--- config.mk ---
export PLATFORM = sky130hd
export DESIGN_NAME = rmq_sqrt
export DESIGN_NICKNAME = d
export VERILOG_FILES = /design/src/hdl/rmq_pkg.sv /design/src/hdl/rmq_sqrt.sv
export SDC_FILE = /design/constraint.sdc
export NUM_CORES = 2
export LEC_CHECK = 0
export BUFFER_PORTS_ARGS = -buffer_cell sky130_fd_sc_hd__buf_2
export CELL_PAD_IN_SITES_DETAIL_PLACEMENT = 1
export CELL_PAD_IN_SITES_GLOBAL_PLACEMENT = 1
export CORE_AREA = 5 5 495 619
export DETAILED_ROUTE_END_ITERATION = 6
export DIE_AREA = 0 0 500 624
export PLACE_DENSITY_LB_ADDON = 0.08
export SLEW_MARGIN = 20
export SYNTH_ARGS = -nofsm -noshare
export SYNTH_HDL_FRONTEND = slang
export SYNTH_SLANG_ARGS = --single-unit
--- constraint.sdc ---
create_clock -name clk -period 3.6 [get_ports clk]
set_input_delay 0.18 -clock clk [delete_from_list [all_inputs] [get_ports clk]]
set_output_delay 0.18 -clock clk [all_outputs]
set_load 0.05 [all_outputs]
--- src/hdl/rmq_pkg.sv ---
// rotation matrix to quaternion: shared widths, codes and payload types
// no dependencies; used by every other file of the block
`timescale 1ns / 1ps

package rmq_pkg;

  localparam int DataW  = 16;             // q2.14 field width
  localparam int SumW   = 19;             // trace and branch sums before the clamp
  localparam int AW     = 17;             // clamped square-root argument
  localparam int RadW   = 48;             // radicand, argument shifted up by 30
  localparam int RadSh  = 30;
  localparam int RootW  = 24;             // integer root, one bit per stage
  localparam int RemW   = RootW + 2;      // partial remainder of the root
  localparam int NumW   = 18;             // off-diagonal sum or difference
  localparam int MagW   = 17;             // magnitude of a numerator
  localparam int FracSh = 21;             // numerator scale before the divide
  localparam int DvdW   = 39;             // dividend with rounding term
  localparam int QuoW   = 17;             // quotient bits below the overflow test
  localparam int DivW   = RootW + QuoW;   // widest shifted divisor
  localparam int DivStg = QuoW + 2;       // prep, overflow test, one stage per bit
  localparam int Lanes  = 3;

  localparam logic signed [SumW-1:0] QOne = 19'sd16384;

  typedef enum logic [1:0] {
    SEL_W,
    SEL_X,
    SEL_Y,
    SEL_Z
  } sel_t;

  typedef logic signed [NumW-1:0]  num_t;
  typedef logic signed [DataW-1:0] q14_t;

  // numerators in output order x, y, z, w with the branch's own component left out
  typedef struct packed {
    sel_t sel;
    num_t n0;
    num_t n1;
    num_t n2;
  } side_t;

  typedef struct packed {
    sel_t sel;
    q14_t diag;
    q14_t l0;
    q14_t l1;
    q14_t l2;
  } res_t;

endpackage

--- src/hdl/rmq_sqrt.sv ---
// pipelined integer square root, one root bit per stage, sideband carried along
// depends on rmq_pkg
`timescale 1ns / 1ps

module rmq_sqrt (
  input  logic                       clk,
  input  logic                       rst,
  input  logic                       en,
  input  logic                       vld_in,
  input  logic [rmq_pkg::RadW-1:0]   rad_in,
  input  rmq_pkg::side_t             side_in,
  output logic                       vld_out,
  output logic [rmq_pkg::RootW-1:0]  root_out,
  output rmq_pkg::side_t             side_out
);
  import rmq_pkg::*;

  logic             vld    [RootW];
  logic [RadW-1:0]  rad    [RootW];
  logic [RemW-1:0]  rem    [RootW];
  logic [RootW-1:0] root   [RootW];
  side_t            side   [RootW];

  logic [RadW-1:0]  rad_n  [RootW];
  logic [RemW-1:0]  rem_n  [RootW];
  logic [RootW-1:0] root_n [RootW];

  always_comb begin
    logic [RadW-1:0]  rad_p;
    logic [RemW-1:0]  rem_p;
    logic [RootW-1:0] root_p;
    logic [RemW-1:0]  rem_sh;
    logic [RemW-1:0]  trial;
    for (int s = 0; s < RootW; s++) begin
      if (s == 0) begin
        rad_p  = rad_in;
        rem_p  = '0;
        root_p = '0;
      end else begin
        rad_p  = rad[s-1];
        rem_p  = rem[s-1];
        root_p = root[s-1];
      end
      // bring down two radicand bits, try root*4+1
      rem_sh   = {rem_p[RemW-3:0], rad_p[RadW-1 -: 2]};
      trial    = {root_p, 2'b01};
      rad_n[s] = rad_p << 2;
      if (rem_sh >= trial) begin
        rem_n[s]  = rem_sh - trial;
        root_n[s] = {root_p[RootW-2:0], 1'b1};
      end else begin
        rem_n[s]  = rem_sh;
        root_n[s] = {root_p[RootW-2:0], 1'b0};
      end
    end
  end

  always_ff @(posedge clk) begin
    if (rst) begin
      for (int s = 0; s < RootW; s++) vld[s] <= 1'b0;
    end else if (en) begin
      vld[0] <= vld_in;
      for (int s = 1; s < RootW; s++) vld[s] <= vld[s-1];
    end
  end

  always_ff @(posedge clk) begin
    if (en) begin
      side[0] <= side_in;
      for (int s = 1; s < RootW; s++) side[s] <= side[s-1];
      for (int s = 0; s < RootW; s++) begin
        rad[s]  <= rad_n[s];
        rem[s]  <= rem_n[s];
        root[s] <= root_n[s];
      end
    end
  end

  assign vld_out  = vld[RootW-1];
  assign root_out = root[RootW-1];
  assign side_out = side[RootW-1];

endmodule

======== Yosys cells after proc, flatten, opt, wreduce, memory -nomap -nowiden ========
Memory sizes are Yosys's and may differ from the RTL's.
Index checks and enable logic that the tools add are counted.
storage, ports and cells
  flip-flop bits (word level) ............. 0
  RAM bits ................................ 3672
  output and inout bits ................... 81
  memories kept ........................... 5
cells by class
  $add $sub $neg .......................... 24
  $lt $le $gt $ge ......................... 24
  multiplexer cells ....................... 78
  bitwise operators ....................... 24
memories
  memory  depth  bits a word  read ports  clocked after memory_dff  wr ports  RTL line        RTL
  side    24     56           24          0                         24        rmq_sqrt.sv:22  side_t side [RootW];
  rad     24     46           23          0                         24        rmq_sqrt.sv:19  logic [RadW-1:0] rad [RootW];
  rem     24     26           23          0                         24        rmq_sqrt.sv:20  logic [RemW-1:0] rem [RootW];
  root    24     24           24          0                         24        rmq_sqrt.sv:21  logic [RootW-1:0] root [RootW];
  vld     24     1            24          0                         24        rmq_sqrt.sv:18  logic vld [RootW];
operators with widths
  kind                 number
  $mux 26              24
  $ge 26x26->1         23
  $sub 26x26->26       23
  $mux 1               54
  $or 1x1->1           24
  $sub 2x1->3 const B  1
  $ge 2x1->1 const B   1

======== Logic depth before layout (Yosys ltp) ========
  depth after elaboration ................. 4
  depth in mapped cells ................... 15
  mapped depth without buffers ............ 13

======== Least setup slack after synthesis ========
No wires, ideal clock.
  kind .................................... register to register
  from .................................... mem rem[0][30] (netlist bit)
  to ...................................... mem rem[0][69] (netlist bit), data pin
  setup time .............................. 0.257 ns
  data arrival time ....................... 3.117 ns
  required time ........................... 3.343 ns
  setup slack ............................. 0.226 ns
  cell stages (with the launch flop) ...... 12
  path buffers ............................ 1
  clock period less this slack ............ 3.374 ns
  path through ............................ edfxtp_1 or3_1 or4_1 or3_1 o21ai_2 nand3b_4 or4b_4 or3_1 buf_6 nor2_4 nand2_1 o2bb2ai_1
RTL lines
  item             RTL line
  start, declared  rmq_sqrt.sv:20

==> reports/results.tsv <==
metric	value	unit
status	finished clean	
num_io_pins	189	
syn_inst	6191	
clock_latency	850	ps
cts.path.max_buffers	4	
syn_avg_cell_area	16.9	um2
clkSinkCount	2742	
crit_end	rem[0][75]	
use_met1	12.7	%
synth_mux_area_share	0.547	%
finalWorstSetupSlack	143	ps
grt_pass1_wl	290	mm
stdcell_count	11000	
skew	82.9	ps
dr.pass1.iters	4	
drt-total-wl	181	mm
ys.flop_type	edfxtp_1	
layout.cells.most_common	edfxtp_1	
r2r_slack	140	ps
synth.ff_latch_count	2742	
dr.first_iter.drc_count	2360	
syn_to_final_growth	16.8	%
crit_required	4210	ps
synth_edf_count	2742	
cts_made_buffers	300	
nFillCells	29400	
crit_start	rem[0][31]	
seq_area_frac_synth	78.9	%
hold_path_depth	2	
start_util	34.8	%
synthDistinctLibCells	77	
drv_cap	0	
ir_drop	0.000428	V
core	300000	um2
crit_fanout	4	
final_cell_mix	edfxtp_1 (2742), inv_1 (392), nor2_1 (358), ha_1 (325), a21oi_1 (320)	
yosys_warnings	0	
critPathLaunchType	register	
cp-end-kind	register	
postRouteAntennaNets	0	
grt_max_degree	150	
crit_arrival	4070	ps
dp_slack	2.32	ps
nNetsFinal	7271	
clkTransAtPathRegs	60	ps
finalWeightedCongestion	0.863	
dp.cells	10300	
synth_top_family_by_area	simple AND/OR/NAND/NOR gates	
synth_compound_area_share	5.17	%
die_x	500	um
setup_viol	0	
p_leak	44.4	nW
worstReg2RegEnd	rem[0][75]	
syn_nets	6624	
multi_input_area	19800	um2
critPathKind	register to register	
io_buffers	188	
final-seq-area	82300	um2
die_area	312000	um2
netlist_area	104000	um2
synth_xor_area_share	3.44	%
cts_root_buf	clkbuf_16	
hold_violations	0	
grt_pass1_vias	54400	
synth-simple-area-share	5.84	%
use_met3	2.13	%
busiest_layer	met2	
drc	0	
drv_slew	0	
worstHoldPathType	input port to register	
die_height	624	um
cts_max_level	5	
r2r-start	rem[0][31]	
met2_usage	21.2	%
core.rowCount	225	
final_min_period_over_clock_period	96.0	%
overflow	0	
antenna_found_initial	2	
vias_per_cell	4.57	
postSynth.asyncResetShare	0	%
synth_fa_ha_area_share	3.90	%
fin_crit	3460	ps
rsz0062_at_grt	no	
powerDensity	641	nW/um2
total_power	0.0781	W
fmax	0.289	GHz
drive_gt1_share	12.1	%
reg2reg_depth	9	
slew_headroom	39.4	%
hpwl	118	mm
avgRoutedWirePerCell	16.4	um
vias	50400	
cts_tree	done	
tightestPinTransition	905	ps
grt.total_usage	11.4	%
[worst min path at each step]
stage / start / end
6_report: rad_in[22] / rad[0][22]
5_1_grt: rad_in[38] / rad[0][38]
4_1_cts: rad_in[10] / rad[0][10]
3_5_place_dp: rad_in[44] / rad[0][44]
3_3_place_gp: side_in[50] / side[0][50]
2_1_floorplan: rad_in[0] / rad[0][0]
[layer usage]
layer | part of all wire, % | wire length (um)
met5 | 0 | 0
met4 | 4.2 | 7500
met3 | 3.6 | 6520
met2 | 53 | 95300
met1 | 39 | 71300
[cell usage after synthesis, types with 42 or more instances]
| library cell | number | area (um2) |
|---|---|---|
| edfxtp_1 | 2742 | 82300 |
| nor2b_1 | 45 | 282 |
| nor3_1 | 123 | 616 |
| inv_1 | 392 | 1470 |
| nor4_1 | 51 | 319 |
| a21oi_1 | 323 | 1620 |
| clkbuf_1 | 62 | 233 |
| xnor2_1 | 214 | 1870 |
| nor2_1 | 359 | 1350 |
| ha_1 | 325 | 4070 |
| nand2b_1 | 82 | 513 |
| xor2_1 | 196 | 1720 |
| o21a_1 | 69 | 518 |
| nand3_1 | 84 | 420 |
| or3_1 | 42 | 263 |
| a21o_1 | 108 | 811 |
| o21ai_0 | 221 | 1110 |
| buf_4 | 80 | 601 |
| nand4_1 | 49 | 307 |
| mux2_2 | 48 | 541 |
| nand2_1 | 249 | 935 |
[area by class of cell]
| cell class | count | share of cell area, % |
|---|---|---|
| clock buffer | 349 | 6.39 |
| tap | 3972 | 4.08 |
| inverter | 393 | 1.21 |
| clock inverter | 168 | 1.25 |
| antenna | 1 | 0.00205 |
| multi-input combinational | 2910 | 16.3 |
| sequential | 2742 | 67.5 |
| timing repair buffer | 491 | 3.29 |
[registers in the layout (all words and copies together) (netlist names)]
register,count
side,1344
rem,522
root,300
vld,24
rad,552
[repair_timing]
item / in CTS / in global routing
setup endpoints to repair: 0 / 87
gates resized for setup: 0 / 17
endpoints found under the hold margin: 222 / 0
buffers inserted: 0 / 1
hold buffers: 158 / 0
[cells by family after synthesis]
logic type	Yosys count
other cells	1
compound gates	891
xor+xnor	410
buf+inv	539
fa+ha+maj	325
flops	2742
mux	51
simple gates	1232
[metrics by stage]
stage | utilization [%] | area, um2 | hold WS, ps | setup TNS (ps)
floorplan | - | 104000 | 279 | 0
global placement | 37.0 | 111000 | 356 | -21.1
detailed placement | 37.0 | 111000 | 359 | 0
CTS | 40.6 | 122000 | 0.808 | 0
global route | 40.7 | 122000 | 27.3 | 0
finish | 40.7 | 122000 | 93.7 | 0
[power breakdown]
part	internal, W	leakage [nW]	switching (W)	total (W)
Combinational	0.00383	13.3	0.00507	0.00890
Clock	0.0171	4.56	0.0121	0.0292
Sequential	0.0387	26.6	0.00134	0.0401
Total	0.0597	44.4	0.0185	0.0781
[critical path, cell delays in order, from the launching register on]
cell	delay (ps)
edfxtp_1	420
or3_4	400
or4_1	440
or3_1	360
o21ai_2	170
nand3b_4	140
or4b_4	480
or3_4	370
buf_4	160
o41ai_2	310
Note: power is estimated with default switching activity, not from simulation.
